===== config.mk =====
export PLATFORM = sky130hd
export DESIGN_NAME = keyfob_frame_counter_decode
export DESIGN_NICKNAME = d
export VERILOG_FILES = /design/src/rtl/kfcd_pkg.sv /design/src/rtl/kfcd_counter.sv /design/src/rtl/keyfob_frame_counter_decode.sv
export SDC_FILE = /design/constraint.sdc
export NUM_CORES = 1
export LEC_CHECK = 0
export ABC_AREA = 1
export BUFFER_PORTS_ARGS = -buffer_cell sky130_fd_sc_hd__buf_4
export CAP_MARGIN = 10
export CORE_MARGIN = 4
export CORE_UTILIZATION = 45
export CTS_CLUSTER_SIZE = 16
export DETAILED_ROUTE_END_ITERATION = 12
export PLACE_DENSITY_LB_ADDON = 0.05
export SLEW_MARGIN = 5
export SYNTH_ARGS = -nofsm -noshare
export SYNTH_HDL_FRONTEND = slang
export SYNTH_SLANG_ARGS = --single-unit

===== constraint.sdc =====
create_clock -name clk -period 15.3 [get_ports clk]
set_input_delay 1.53 -clock clk [delete_from_list [all_inputs] [get_ports clk]]
set_output_delay 1.53 -clock clk [all_outputs]
set_load 0.05 [all_outputs]

===== src/rtl/kfcd_pkg.sv =====
// ----------------------------------------------------------------------------
// kfcd_pkg
// shared types, constants and helpers for the key-fob frame counter decoder
// ----------------------------------------------------------------------------
package kfcd_pkg;

    localparam int PREAMBLE_W = 48;
    localparam int LENGTH_W   = 11;
    localparam int PAYLOAD_W  = 64;
    localparam int STATUS_W   = 2;
    localparam int SERIAL_W   = 24;
    localparam int BUTTON_W   = 4;
    localparam int COUNT_W    = 16;

    localparam int IN_DATA_W  = 128;  // 123 field bits padded to whole bytes
    localparam int OUT_DATA_W = 112;  // 108 field bits padded to whole bytes

    localparam logic [STATUS_W-1:0] STATUS_OK           = 2'd0;
    localparam logic [STATUS_W-1:0] STATUS_PREAMBLE_ERR = 2'd1;
    localparam logic [STATUS_W-1:0] STATUS_LENGTH_ERR   = 2'd2;

    localparam logic [7:0]          SYNC_BYTE    = 8'hFF;
    localparam logic [LENGTH_W-1:0] ROW_LEN_MIN  = 11'd64;
    localparam logic [LENGTH_W-1:0] ROW_LEN_MAX  = 11'd65;
    localparam logic [8:0]          ROT_OFFSET   = 9'd4;
    localparam logic [7:0]          ROT_RECIP    = 8'd171;  // ~4096/24
    localparam int                  ROT_RECIP_SH = 12;
    localparam logic [4:0]          ROT_MODULUS  = 5'd24;

    typedef struct packed {
        logic [PREAMBLE_W-1:0] preamble_bytes;
        logic [LENGTH_W-1:0]   row_length;
        logic [PAYLOAD_W-1:0]  payload;
    } kfcd_frame_t;

    typedef struct packed {
        logic [STATUS_W-1:0]  status;
        logic [SERIAL_W-1:0]  serial_number;
        logic [BUTTON_W-1:0]  button;
        logic [COUNT_W-1:0]   rolling_count;
        logic [PAYLOAD_W-1:0] raw_key;
    } kfcd_result_t;

    // byte i of the payload, byte 0 in the top bits
    function automatic logic [7:0] pay_byte(input logic [PAYLOAD_W-1:0] p, input int i);
        pay_byte = p[(PAYLOAD_W-1-8*i) -: 8];
    endfunction

endpackage


===== src/rtl/kfcd_counter.sv =====
// ----------------------------------------------------------------------------
// kfcd_counter
// recovers the 16-bit rolling counter from the scrambled payload bytes
// ----------------------------------------------------------------------------
module kfcd_counter (
    input  logic [kfcd_pkg::PAYLOAD_W-1:0] payload,
    output logic [kfcd_pkg::COUNT_W-1:0]   rolling_count
);
    import kfcd_pkg::*;

    logic [7:0]  k1, k2, k3, k4, k5, k6, k7;
    logic [7:0]  lo, hi, sh1, sh2, t1, t2;
    logic [23:0] word, rotated;
    logic [47:0] word_dbl;
    logic [8:0]  rot_sum;
    logic [15:0] rot_prod;
    logic [3:0]  rot_quo;
    logic [8:0]  rot_rem;
    logic [4:0]  rot;

    always_comb
    begin
        k1 = pay_byte(payload, 1);
        k2 = pay_byte(payload, 2);
        k3 = pay_byte(payload, 3);
        k4 = pay_byte(payload, 4);
        k5 = pay_byte(payload, 5);
        k6 = pay_byte(payload, 6);
        k7 = pay_byte(payload, 7);

        // low byte: inverted picks
        lo = {~k5[7], ~k5[6], ~k6[1], ~k6[0], ~k5[1], ~k5[0], ~k4[7], ~k4[6]};

        sh1 = {k7[3:0], k5[3], k5[2], k6[7], k6[6]};
        sh2 = {k6[5:2], k7[7:4]};

        // (4 + lo) mod 24 via reciprocal multiply, exact for sums up to 259
        rot_sum  = {1'b0, lo} + ROT_OFFSET;
        rot_prod = {7'd0, rot_sum} * {8'd0, ROT_RECIP};
        rot_quo  = rot_prod[ROT_RECIP_SH +: 4];
        rot_rem  = rot_sum - ({5'd0, rot_quo} * {4'd0, ROT_MODULUS});
        rot      = rot_rem[4:0];

        word     = {k3, k1, k2};
        word_dbl = {word, word} << rot;
        rotated  = word_dbl[47:24];

        t1 = rotated[15:8] ^ sh1;
        t2 = rotated[7:0] ^ sh2;

        hi = {~t1[1], ~t1[0], ~t2[3], ~t2[2], ~t1[5], ~t1[4], ~t2[7], ~t2[6]};

        rolling_count = {hi, lo};
    end

endmodule


===== src/rtl/keyfob_frame_counter_decode.sv =====
// ----------------------------------------------------------------------------
// keyfob_frame_counter_decode
// checks a received key-fob frame and decodes serial, button and counter
// ----------------------------------------------------------------------------
// path: an accepted frame is held in the input reg, decoded, then held in the
//   result reg, where the result becomes valid
// throughput: one frame per cycle; the result register drains while the next
//   frame sits in the input register, so a stalled sink only stops the input
//   once both stages hold an item
// reset: rst_n asynchronous active low clears both valid flags; data regs are
//   not reset
// ----------------------------------------------------------------------------
module keyfob_frame_counter_decode (
    input  logic                            clk,
    input  logic                            rst_n,
    // input frame
    input  logic                            s_tvalid,
    output logic                            s_tready,
    // s_tdata from bit 0: preamble_bytes[47:0], row_length[10:0],
    // payload[63:0], zero pad
    input  logic [kfcd_pkg::IN_DATA_W-1:0]  s_tdata,
    // decode result
    output logic                            m_tvalid,
    input  logic                            m_tready,
    // m_tdata from bit 0: serial_number[23:0], button[3:0],
    // rolling_count[15:0], raw_key[63:0], zero pad
    output logic [kfcd_pkg::OUT_DATA_W-1:0] m_tdata,
    // m_tuser: status[1:0]
    output logic [kfcd_pkg::STATUS_W-1:0]   m_tuser
);
    import kfcd_pkg::*;

    // input stage
    logic          in_valid_reg;
    kfcd_frame_t   in_frame_reg;
    kfcd_frame_t   in_frame_next;

    // result stage
    logic          out_valid_reg;
    kfcd_result_t  out_result_reg;
    kfcd_result_t  out_result_next;

    logic          out_load;
    logic          in_load;
    logic          has_sync;
    logic          len_ok;
    logic [COUNT_W-1:0] count_dec;

    // result stage takes an item when empty or when its item leaves now
    assign out_load = !out_valid_reg || m_tready;
    // input stage refills when empty or when its item moves to the result stage
    assign s_tready = !in_valid_reg || out_load;
    assign in_load  = s_tvalid && s_tready;

    // unpack input item, preamble in the lowest bits
    assign in_frame_next = {s_tdata[PREAMBLE_W-1:0],
                            s_tdata[PREAMBLE_W +: LENGTH_W],
                            s_tdata[PREAMBLE_W+LENGTH_W +: PAYLOAD_W]};

    kfcd_counter u_counter (
        .payload       (in_frame_reg.payload),
        .rolling_count (count_dec)
    );

    always_comb
    begin
        has_sync = 1'b0;
        for (int i = 0; i < 6; i++)
        begin
            if (in_frame_reg.preamble_bytes[8*i +: 8] == SYNC_BYTE)
            begin
                has_sync = 1'b1;
            end
        end
        // 65-bit rows are allowed, only the first 64 bits are used
        len_ok = (in_frame_reg.row_length == ROW_LEN_MIN) ||
                 (in_frame_reg.row_length == ROW_LEN_MAX);

        out_result_next = '0;
        if (!has_sync)
        begin
            out_result_next.status = STATUS_PREAMBLE_ERR;
        end
        else if (!len_ok)
        begin
            out_result_next.status = STATUS_LENGTH_ERR;
        end
        else
        begin
            out_result_next.status        = STATUS_OK;
            out_result_next.serial_number = {pay_byte(in_frame_reg.payload, 1),
                                             pay_byte(in_frame_reg.payload, 2),
                                             pay_byte(in_frame_reg.payload, 3)};
            // low nibble of payload byte 0
            out_result_next.button        = in_frame_reg.payload[PAYLOAD_W-5 -: BUTTON_W];
            out_result_next.rolling_count = count_dec;
            out_result_next.raw_key       = in_frame_reg.payload;
        end
    end

    // valid flags
    always_ff @(posedge clk or negedge rst_n)
    begin
        if (!rst_n)
        begin
            in_valid_reg  <= 1'b0;
            out_valid_reg <= 1'b0;
        end
        else
        begin
            if (s_tready)
            begin
                in_valid_reg <= s_tvalid;
            end
            if (out_load)
            begin
                out_valid_reg <= in_valid_reg;
            end
        end
    end

    // data registers
    always_ff @(posedge clk)
    begin
        if (in_load)
        begin
            in_frame_reg <= in_frame_next;
        end
        if (out_load && in_valid_reg)
        begin
            out_result_reg <= out_result_next;
        end
    end

    assign m_tvalid = out_valid_reg;
    assign m_tuser  = out_result_reg.status;
    assign m_tdata  = {{(OUT_DATA_W-SERIAL_W-BUTTON_W-COUNT_W-PAYLOAD_W){1'b0}},
                       out_result_reg.raw_key,
                       out_result_reg.rolling_count,
                       out_result_reg.button,
                       out_result_reg.serial_number};

endmodule


==> tab_implementation.tex, run 1 <==
\begin{tabular}{lr}
\hline
Metric & Value \\
\hline
\multicolumn{2}{l}{\textbf{Synth}} \\
Number of instances in the synthesized netlist & 860 \\
Yosys synthesis warning count & 0 \\
Most frequent cell after synthesis & edfxtp\_1 \\
Synthesized area per cell & 11.56 sq um \\
EDFF count, synth & 204 \\
Most used flip-flop cell after synthesis & edfxtp\_1 \\
Most numerous cell types in the synthesized netlist & edfxtp\_1 (204), nand2\_1 (153), inv\_1 (126) \\
Synth Register Bits & 206 \\
Proportion of synthesized chip area in sequential cells & between 60\% and 70\% \\
Cell area after synthesis & 9938 sq um \\
Distinct cell type count after synthesis & 42 \\
Share of synthesized flip-flops with an asynchronous set or reset & 0.9709\% \\
Post-synth top area share & 61.64\% \\
Leading post-synthesis cells by cell area & edfxtp\_1 (62\%), nand2\_1 (5.8\%), inv\_1 (4.8\%), ha\_1 (4.2\%), nor2\_2 (3.8\%) \\
Cell type contributing the most total cell area after synthesis & edfxtp\_1 \\
\multicolumn{2}{l}{\textbf{Layout}} \\
Area overhead of the layout relative to synthesis & 25.12\% \\
Number of antenna diodes & 0 \\
Utilization of the core after routing & between 50\% and 60\% \\
Fraction of final layout cells with drive strength greater than 1 & 32.84\% \\
Nets & 1252 \\
Number of flip-flops in the largest register & 122 \\
\multicolumn{2}{l}{\textbf{STA}} \\
Final worst path period need & 6958 ps \\
Clock skew after layout & 12.14 ps \\
Setup repair after global routing missed its margin & false \\
Max Clock Freq & 0.1437 GHz \\
Relative max-transition margin & 39.02\% \\
Max Slew Vio Count & 0 \\
Slew at the pin closest to its max-slew limit & 914.7 ps \\
Count of endpoints failing hold in the final timing report & 0 \\
Ratio of final minimum period to clock period & between 40\% and 50\% \\
Final setup TNS & 0 ps \\
Finish-stage setup viols & 0 \\
\multicolumn{2}{l}{\textbf{Clock network}} \\
Post-CTS Setup Bufs & 0 \\
Number of buffers created by CTS & 22 \\
Skew-Pair Late Insertion Delay & 500 ps \\
Number of buffers on the longest clock path & 3 \\
Hold buffer count at cts & 0 \\
CTS tree & done \\
H-tree depth & 1 \\
Root buffer cell & clkbuf\_16 \\
Number of gates resized after cts & 0 \\
Clock-pin slew on the worst setup and hold paths & 60 ps \\
Sinks on the clock net & 206 \\
\multicolumn{2}{l}{\textbf{Floorplan}} \\
Standard-cell row count & 54 \\
Core area & 21760 sq um \\
Overall die width & 156.6 um \\
Ports & 248 \\
Floorplan die area & 24530 sq um \\
Die Y & 156.6 um \\
Initial Utilization & 45.68\% \\
\multicolumn{2}{l}{\textbf{Global route}} \\
Grt total ovfl & 0 \\
GRT Util Overall & $\sim$17\% \\
Largest net degree at the start of global routing & between 60 and 70 \\
Via count of the first global-routing pass & 6277 \\
First-pass GRT wire length & 32780 um \\
Initial antenna violation count & 0 \\
\multicolumn{2}{l}{\textbf{Setup path}} \\
Required time worst endpoint & around 16000 ps \\
Category of the worst setup path capture point & flip-flop \\
Startpoint kind of the worst setup timing path & flip-flop \\
Worst setup path class & flip-flop to flip-flop \\
Signal arrival time at the worst endpoint & $\sim$7000 ps \\
Crit path max fanout & 35 \\
\multicolumn{2}{l}{\textbf{Job}} \\
Max-cap violation count & 0 \\
\multicolumn{2}{l}{\textbf{Routing}} \\
Number of design rule violations left after detail routing & 0 \\
Avg Vias per Cell & 4.681 \\
Total routed wirelength & 20960 um \\
Via count & between 6000 and 7000 \\
Routed wire per std cell & 15.33 um \\
First DRT Iteration DRCs & 343 \\
Number of search-and-repair iterations in the first detailed-routing pass & 5 \\
Antenna violation net count after detailed routing & 0 \\
\multicolumn{2}{l}{\textbf{Place}} \\
Global placer's final weighted congestion & 0.8312 \\
Number of port buffers & 237 \\
DP Wirelength & 15300 um \\
\multicolumn{2}{l}{\textbf{Pwr}} \\
Pwr/cell area & 150.8 nW/um\^{}2 \\
VDD IR max & 0.00008408 V \\
Reported leakage power & 5.435 nW \\
\multicolumn{2}{l}{\textbf{Outcome}} \\
Status & finished, final reports clean \\
\multicolumn{2}{l}{\textbf{Min path}} \\
Worst hold path type & flip-flop to flip-flop \\
\hline
\end{tabular}
-- routing by layer --
layer / track usage, % / share of wire (%) / vias to the layer above / wire, um
met3: 5.116 / 8.1 / 30 / 1697
li1: - / - / 3260 / -
met1: 22.23 / 43 / 2933 / 8924
met2: 27.80 / 48 / 176 / 9980
met5: 0 / 0 / - / 0
met4: 3.512 / 1.7 / 0 / 355
-- cells by family (layout without fill, tap and decap cells) --
group                      count (synthesis)  in the layout  share of synthesized area, %
and+or+nand+nor                          318            318                         15.80
DFF                                      206            206                         62.14
muxes                                      7              7                        0.7051
xor gates and xnor gates                   7              7                        0.6169
adders and majority gates                 47             47                         6.975
AOI/OAI and AO/OA                         87             87                         4.708
other                                      1              4                       0.03773
buffers and inverters                    187            411                         9.014
-- cell usage in the layout, fill, tap and decap left out, types with 3 or more instances in the layout --
cell type | Yosys | final
nand2_1 | 153 | 153
conb_1 | 1 | 4
o21ai_0 | 53 | 53
nor2_4 | 11 | 11
fa_1 | 14 | 14
clkbuf_1 | 6 | 8
nor2_1 | 28 | 28
mux2i_1 | 7 | 7
a21oi_1 | 19 | 18
ha_1 | 33 | 33
o22a_1 | 3 | 3
edfxtp_1 | 204 | 204
buf_4 | 33 | 243
clkbuf_16 | 0 | 23
nand2_2 | 4 | 4
clkinv_2 | 0 | 3
nor2_2 | 60 | 60
inv_1 | 126 | 125
nand3_1 | 35 | 35
nand4_1 | 15 | 15
and2_1 | 3 | 3
o22ai_1 | 3 | 3
xor2_1 | 7 | 7
-- layout make-up --
class / instances / area [sq um]
flip-flops and latches: 206 / 6176
multi-input cells: 470 / 2889
well taps: 280 / 350.3
inverters: 130 / 493.0
repair buffers: 243 / 1824
fillers: 1935 / 9321
clock inverters: 6 / 82.58
clock buffers: 32 / 619.3
-- critical path: stages (launching register included) --
cell and delay (ps):
edfxtp_1 320, buf_4 360, clkinv_1 720, ha_1 760, ha_1 270, inv_1 70, fa_1 470, inv_1 50
fa_1 500, inv_1 60, fa_1 530, inv_1 40, ha_1 310, nand2_1 70, nor2_1 40, and2_1 130
nand2_1 100, nand3_1 100, nand2_1 90, nand2_1 60, ha_1 610, inv_1 380, nand3_1 190, o21a_1 150
nand3_1 100, a21oi_1 160, nor2_1 60
-- where the power goes --
part | leakage (nW) | internal, mW | total, mW | switching [mW]
sequential | 2.00 | 0.675 | 0.692 | 0.0179
clock | 0.340 | 0.313 | 0.518 | 0.205
combinational | 3.09 | 0.222 | 0.665 | 0.443
-- path summary, 6_finish.rpt --
check / start / slack, ps / to / depth (start not counted)
worst max-delay path: in_frame_reg[16] / 8340 / m_tdata[37] / 26
worst min-delay path: in_valid_reg / 520 / m_tvalid / 2
worst max register to register: in_frame_reg[16] / 8340 / m_tdata[37] / 26
worst min register to register: in_valid_reg / 520 / m_tvalid / 2
max in group asynchronous: rst_n / 14400 / m_tvalid / 1
min in group asynchronous: rst_n / 810 / in_valid_reg / 1
-- stage by stage --
stage,instances,total power [mW],hold WS [ps],worst slack [ps],area [sq um]
6_report,1367,1.876,521.5,8342,12430
5_1_grt,1367,2.001,553.8,7752,12430
4_1_cts,1367,1.898,522.4,8313,12430
2_1_floorplan,863,1.210,447.2,9212,9950
3_3_place_gp,1329,1.364,496.5,8330,11730
3_5_place_dp,1329,1.371,508.6,8310,11730
No activity file was read; power rests on OpenSTA's default activity.
==> run 2: changes to the inputs <==
- clock period: 15.3 -> 5.99 ns (I/O delays scaled with it)
==> tab_implementation.tex, run 2 (synthesis results as in run 1) <==
\begin{tabular}{lr}
\hline
Metric & Value \\
\hline
\multicolumn{2}{l}{\textbf{Pwr}} \\
Part of the power in combinational logic & a little over a third \\
Proportion of power drawn by the clock network & 29.2\% \\
Power dissipated by switching net loads & roughly 1.7 mW \\
Pwr/cell area & 390.4 nW/um\^{}2 \\
Switching fraction of total power & 35.03\% \\
Tot Pwr & 4.906 mW \\
Reported leakage power & roughly 5.5 nW \\
Internal power & around 3.2 mW \\
VDD IR max & 0.0002362 V \\
Sequential power share & 36.0\% \\
\multicolumn{2}{l}{\textbf{STA}} \\
Final worst path period need & 5434 ps \\
Count of endpoints failing hold in the final timing report & 0 \\
Final setup TNS & 0 ps \\
Clock skew after layout & 14.93 ps \\
Setup repair after global routing missed its margin & false \\
Relative max-transition margin & around a quarter \\
Finish-stage setup viols & 0 \\
Max Clock Freq & around 0.18 GHz \\
Slew at the pin closest to its max-slew limit & 1131 ps \\
Ratio of final minimum period to clock period & 90.71\% \\
Max Slew Vio Count & 0 \\
\multicolumn{2}{l}{\textbf{Routing}} \\
First DRT Iteration DRCs & 329 \\
Antenna violation net count after detailed routing & 0 \\
Via count & 6449 \\
Total routed wirelength & 20850 um \\
Routed wire per std cell & 15.15 um \\
Number of design rule violations left after detail routing & 0 \\
Avg Vias per Cell & 4.687 \\
Number of search-and-repair iterations in the first detailed-routing pass & 5 \\
\multicolumn{2}{l}{\textbf{Floorplan}} \\
Core area & between 20000 and 25000 sq um \\
Die Y & around 160 um \\
Overall die width & around 160 um \\
Floorplan die area & 24530 sq um \\
Ports & 248 \\
Initial Utilization & a little under half \\
Standard-cell row count & 54 \\
\multicolumn{2}{l}{\textbf{Setup path}} \\
Start point of the critical path & in\_frame\_reg[17] \\
Critical-path cell with the highest stage delay & fa\_1 \\
Cell seen most often among critical-path stages & nand2\_1 \\
Startpoint kind of the worst setup timing path & flip-flop \\
Largest stage delay on the critical path & around 550 ps \\
Required time worst endpoint & 6250 ps \\
Crit path max fanout & 9 \\
Category of the worst setup path capture point & flip-flop \\
Signal arrival time at the worst endpoint & 5690 ps \\
Worst setup path class & flip-flop to flip-flop \\
Reg-to-Reg Start & in\_frame\_reg[17] \\
\multicolumn{2}{l}{\textbf{Layout}} \\
Fraction of final layout cells with drive strength greater than 1 & approximately a third \\
Utilization of the core after routing & 57.76\% \\
Most frequent cells in the layout & buf\_4 (248), edfxtp\_1 (204), nand2\_1 (153) \\
Number of flip-flops in the largest register & 122 \\
Area overhead of the layout relative to synthesis & 26.44\% \\
Summed area of non-filler cells in the final layout & 12570 sq um \\
Finished Layout Cells & 1376 \\
Most common library cell in the layout ignoring fill and taps & buf\_4 \\
Nets & between 1000 and 1500 \\
Number of antenna diodes & 0 \\
\multicolumn{2}{l}{\textbf{Place}} \\
Global placer's final weighted congestion & $\sim$0.85 \\
DP Wirelength & 15460 um \\
Placed inst area & 11770 sq um \\
Number of port buffers & between 200 and 250 \\
Instance count after placement with tap cells included & 1334 \\
\multicolumn{2}{l}{\textbf{Clock network}} \\
Root buffer cell & clkbuf\_16 \\
Number of buffers created by CTS & 23 \\
Sinks on the clock net & around 200 \\
Number of buffers on the longest clock path & 3 \\
Post-CTS Setup Bufs & 0 \\
H-tree depth & 1 \\
CTS tree & done \\
Skew-Pair Late Insertion Delay & 500 ps \\
Clock-pin slew on the worst setup and hold paths & 60 ps \\
\multicolumn{2}{l}{\textbf{Outcome}} \\
Status & finished, final reports clean \\
\multicolumn{2}{l}{\textbf{Global route}} \\
Initial antenna violation count & 0 \\
Grt total ovfl & 0 \\
GRT Util Overall & 16.74\% \\
First-pass GRT wire length & 32320 um \\
Via count of the first global-routing pass & 6224 \\
Largest net degree at the start of global routing & 90 \\
\multicolumn{2}{l}{\textbf{Min path}} \\
Worst hold path type & input port to flip-flop \\
Hold Startpoint & s\_tdata[70] \\
\multicolumn{2}{l}{\textbf{Job}} \\
Max-cap violation count & 0 \\
\hline
\end{tabular}
-- run 2: final cells by class --
type | count | area, sq um
Fill cell | 1897 | 9190
Inverter | 130 | 493.0
Clock inverter | 12 | 147.6
Multi-Input combinational cell | 470 | 2889
Clock buffer | 29 | 638.1
Timing Repair Buffer | 249 | 1872
Tap cell | 280 | 350.3
Sequential cell | 206 | 6176
-- run 2: final timing paths --
check / slack, ps / cells past startpoint / end
setup reg to reg: 560 / 28 / m_tdata[40]
hold / removal: 270 / 1 / in_frame_reg[11]
max in group asynchronous: 5480 / 2 / m_tvalid
hold reg to reg: 520 / 2 / m_tvalid
min in group asynchronous: 420 / 2 / in_valid_reg
setup / recovery: 560 / 28 / m_tdata[40]
-- run 2: metal layers --
metal / vias up / GRT usage, % / wire (um)
li1: 3282 / - / -
met1: 2934 / 22.15 / 8792
met2: 205 / 27.13 / 9882
met3: 28 / 5.254 / 1834
met4: 0 / 4.132 / 335
met5: - / 0 / 0
-- run 2: repair_timing --
action / 4_1_cts / 5_1_grt
endpoints found under the hold margin: 2 / 0
resized for setup: 0 / 0
hold buffers: 1 / 0
-- run 2: metrics by stage --
stage	worst slack, ps	hold slack [ps]
finish	556.5	265.6
global route	79.47	238.9
CTS	536.4	241.7
detailed placement	549.6	384.4
global placement	618.9	383.9
floorplan	496.9	303.4
-- run 2: power by group through the flow --
stage,registers [mW],logic (mW),clock network [mW]
after global routing,1.78,1.92,1.54
final,1.77,1.71,1.43
after CTS,1.77,1.73,1.47
after floorplan,1.98,1.11,0
after detailed placement,1.80,1.71,0
after global placement,1.80,1.71,0
-- run 2: worst max-delay path, delay by kind of cell, from the launching register on --
kind                       cells  cell delay (ps)
AOI/OAI and AO/OA              1              190
xor gates and xnor gates       1              140
adders and majority gates      7             2800
buffers and inverters          5              420
DFF                            1              400
and+or+nand+nor               14             1240
==> run 3: changes to the inputs <==
- CORE_UTILIZATION: 45 -> 35
- SYNTH_HIERARCHICAL: unset -> 1
==> tab_implementation.tex, run 3 <==
\begin{tabular}{lr}
\hline
Metric & Value \\
\hline
\multicolumn{2}{l}{\textbf{Outcome}} \\
Status & finished, final reports clean \\
\multicolumn{2}{l}{\textbf{Layout}} \\
Fraction of final layout cells with drive strength greater than 1 & 27.54\% \\
Finished Layout Cells & 1575 \\
Fillers & 2829 \\
Most common library cell in the layout ignoring fill and taps & buf\_4 \\
Register area & 6176 sq um \\
Nets & 1360 \\
Number of antenna diodes & 0 \\
Area of the multi-input gates & just under 3000 sq um \\
Area overhead of the layout relative to synthesis & 25.54\% \\
Most frequent cells in the layout & buf\_4 (248), edfxtp\_1 (204), nand2\_1 (194) \\
Number of flip-flops in the largest register & 122 \\
\multicolumn{2}{l}{\textbf{STA}} \\
Ratio of final minimum period to clock period & 89.82\% \\
Slew at the pin closest to its max-slew limit & 996.0 ps \\
Max Slew Vio Count & 0 \\
Count of endpoints failing hold in the final timing report & 0 \\
Max Clock Freq & 0.1859 GHz \\
Worst hold slack after final layout & about 250 ps \\
Clock skew after layout & 17.75 ps \\
Relative max-transition margin & 33.60\% \\
Setup repair after global routing missed its margin & false \\
Finish-stage setup viols & 0 \\
Final setup TNS & 0 ps \\
Final worst path period need & 5380 ps \\
\multicolumn{2}{l}{\textbf{Setup path}} \\
R2R Setup Slk & 610 ps \\
Start point of the critical path & in\_frame\_reg[17] \\
Category of the worst setup path capture point & flip-flop \\
Family with the most delay on the worst path & adder cells \\
Critical register-to-register path endpoint & m\_tdata[40] \\
Worst setup path class & flip-flop to flip-flop \\
Required time worst endpoint & 6230 ps \\
Crit path max fanout & 16 \\
Buffers plus inverters on the worst setup path & 7 \\
Cell seen most often among critical-path stages & inv\_1 \\
Reg2Reg Depth & 27 \\
Signal arrival time at the worst endpoint & 5620 ps \\
Critical-path cell with the highest stage delay & fa\_1 \\
Reg-to-Reg Start & in\_frame\_reg[17] \\
Largest stage delay on the critical path & 540 ps \\
Startpoint kind of the worst setup timing path & flip-flop \\
\multicolumn{2}{l}{\textbf{Floorplan}} \\
Core area & 28780 sq um \\
Floorplan die area & 32020 sq um \\
Ports & 248 \\
Die Y & 178.9 um \\
Overall die width & 178.9 um \\
Standard-cell row count & 62 \\
Initial Utilization & 35.54\% \\
\multicolumn{2}{l}{\textbf{Synth}} \\
Leading post-synthesis cells by cell area & edfxtp\_1 (60\%), nand2\_1 (7.1\%), inv\_1 (5.9\%), ha\_1 (4.0\%), nor2\_1 (4.0\%) \\
Fraction of the mapped netlist area in adder cells & 6.778\% \\
Yosys synthesis warning count & 6 \\
Post-synthesis simple-gate area fraction & between 10\% and 20\% \\
Number of instances in the synthesized netlist & 964 \\
Combinational family with the most area after synthesis & simple AND/OR/NAND/NOR gates \\
Cell type contributing the most total cell area after synthesis & edfxtp\_1 \\
Most used flip-flop cell after synthesis & edfxtp\_1 \\
Synthesized-area fraction occupied by ao, oa, aoi and oai cells & 3.939\% \\
Most numerous cell types in the synthesized netlist & edfxtp\_1 (204), nand2\_1 (194), inv\_1 (161) \\
Most frequent cell after synthesis & edfxtp\_1 \\
Synthesized area per cell & about 11 sq um \\
Parity-gate share of the synthesized area counting xor and xnor cells & 0.5872\% \\
EDFF count, synth & 204 \\
Proportion of synthesized chip area in sequential cells & 60.39\% \\
Post-synth top area share & 59.90\% \\
Distinct cell type count after synthesis & 41 \\
Share of synthesized flip-flops with an asynchronous set or reset & less than 1\% \\
Post-synthesis mux area share & 0.1957\% \\
Synth Register Bits & $\sim$210 \\
Cell area after synthesis & 10230 sq um \\
\multicolumn{2}{l}{\textbf{Routing}} \\
Routed wire per std cell & 14.47 um \\
Number of search-and-repair iterations in the first detailed-routing pass & 5 \\
Number of design rule violations left after detail routing & 0 \\
First DRT Iteration DRCs & between 300 and 400 \\
Via count & 6768 \\
Total routed wirelength & between 20000 and 25000 um \\
Avg Vias per Cell & roughly 4.3 \\
Antenna violation net count after detailed routing & 0 \\
\multicolumn{2}{l}{\textbf{Place}} \\
Global placer's final weighted congestion & 0.8368 \\
Instance count after placement with tap cells included & 1538 \\
DP Wirelength & between 15000 and 20000 um \\
Number of port buffers & 237 \\
\multicolumn{2}{l}{\textbf{Global route}} \\
GRT Util Overall & 13.85\% \\
First-pass GRT wire length & 34860 um \\
Initial antenna violation count & 0 \\
Via count of the first global-routing pass & 6597 \\
Grt total ovfl & 0 \\
Largest net degree at the start of global routing & 81 \\
\multicolumn{2}{l}{\textbf{Clock network}} \\
Skew-Pair Late Insertion Delay & 520 ps \\
CTS tree & done \\
Root buffer cell & clkbuf\_16 \\
Number of buffers created by CTS & 24 \\
Clock-pin slew on the worst setup and hold paths & 60 ps \\
Number of buffers on the longest clock path & 3 \\
Sinks on the clock net & 206 \\
H-tree depth & 1 \\
\multicolumn{2}{l}{\textbf{Job}} \\
Max-cap violation count & 0 \\
\multicolumn{2}{l}{\textbf{Pwr}} \\
VDD IR max & 0.0001871 V \\
Reported leakage power & 5.905 nW \\
Pwr/cell area & 395.3 nW/um\^{}2 \\
\multicolumn{2}{l}{\textbf{Min path}} \\
Worst hold path type & input port to flip-flop \\
Hold EP & in\_frame\_reg[53] \\
Hold Startpoint & s\_tdata[112] \\
Instance count along the most critical hold path & 1 \\
\hline
\end{tabular}
==> run 3: cell types whose count changed after synthesis, sizes merged, moves of 2 or more <==
cell	before	now
mux2i	7	2
buf	51	54
nand3	36	49
a21oi	19	11
nand2	159	203
or2	1	5
nand4	15	6
o21ai	54	59
o22ai	3	1
o22a	3	0
nand3b	0	8
nor2	99	122
inv	129	168
==> run 3: layer usage <==
metal	vias up	GRT usage, %	part of all wire [%]
li1	3514	-	-
met5	-	0	0
met1	3023	18.51	44
met4	0	3.102	1.7
met3	28	4.977	10
met2	203	21.73	44
==> run 3: worst max-delay path by stage <==
stage,endpoint,depth (start not counted)
after floorplan,m_tdata[38],30
after global placement,m_tdata[36],29
after detailed placement,m_tdata[36],27
after CTS,m_tdata[36],26
after global routing,m_tdata[40],26
final,m_tdata[40],27
==> run 3: worst reg2reg max path: stages, from the launching register on <==
cell and delay, ps:
edfxtp_1 350, inv_1 70, ha_1 460, ha_1 260, inv_1 70, fa_1 480, inv_1 50, fa_1 510
inv_1 60, fa_1 540, inv_1 50, ha_1 320, nand2_1 70, a21oi_1 60, nor2_1 190, nand3_2 110
nand2_1 100, nand2_1 60, ha_1 330, clkinvlp_4 260, a21oi_1 180, o21ai_0 110, nand2_1 110, nand3_1 80
nand3_1 90, nand2_1 60, inv_1 40, nor2_1 40
==> run 3: power by group <==
part | total [mW] | internal (mW) | switching [mW]
sequential | 1.77 | 1.72 | 0.0491
clock | 1.32 | 0.771 | 0.547
combinational | 1.99 | 0.690 | 1.30
==> run 3: cell type report <==
cell class / instances / area share, %
Sequential cell: 206 / 48.10
Clock inverter: 6 / 0.5360
Tap cell: 384 / 3.742
Timing Repair Buffer: 249 / 14.58
Clock buffer: 30 / 4.853
Inverter: 168 / 5.019
Multi-Input combinational cell: 532 / 23.17
==> run 3: stage by stage <==
| step | power (mW) | setup WS [ps] | instance area [sq um] | util [%] |
|---|---|---|---|---|
| after floorplan | 3.399 | 403.4 | 10240 | - |
| final | 5.076 | 609.8 | 12840 | 44.61 |
| after detailed placement | 3.797 | 433.6 | 12130 | 42.14 |
| after CTS | 5.156 | 422.7 | 12830 | 44.57 |
| after global routing | 5.465 | 74.69 | 12840 | 44.61 |
| after global placement | 3.781 | 512.1 | 12130 | 42.14 |
==> run 3: kinds of logic after synthesis <==
kind of cell    Yosys count
compound gates           77
buf+inv                 229
other cells               1
simple gates            396
xor+xnor                  6
flops                   206
mux                       2
fa+ha+maj                47
==> run 3: what timing repair did <==
| action | CTS | global route |
|---|---|---|
| setup endpoints to repair | 0 | 1 |
| resized for setup | 0 | 2 |
| endpoints found under the hold margin | 2 | 0 |
| buffers inserted | 0 | 0 |
| hold buffers | 1 | 0 |
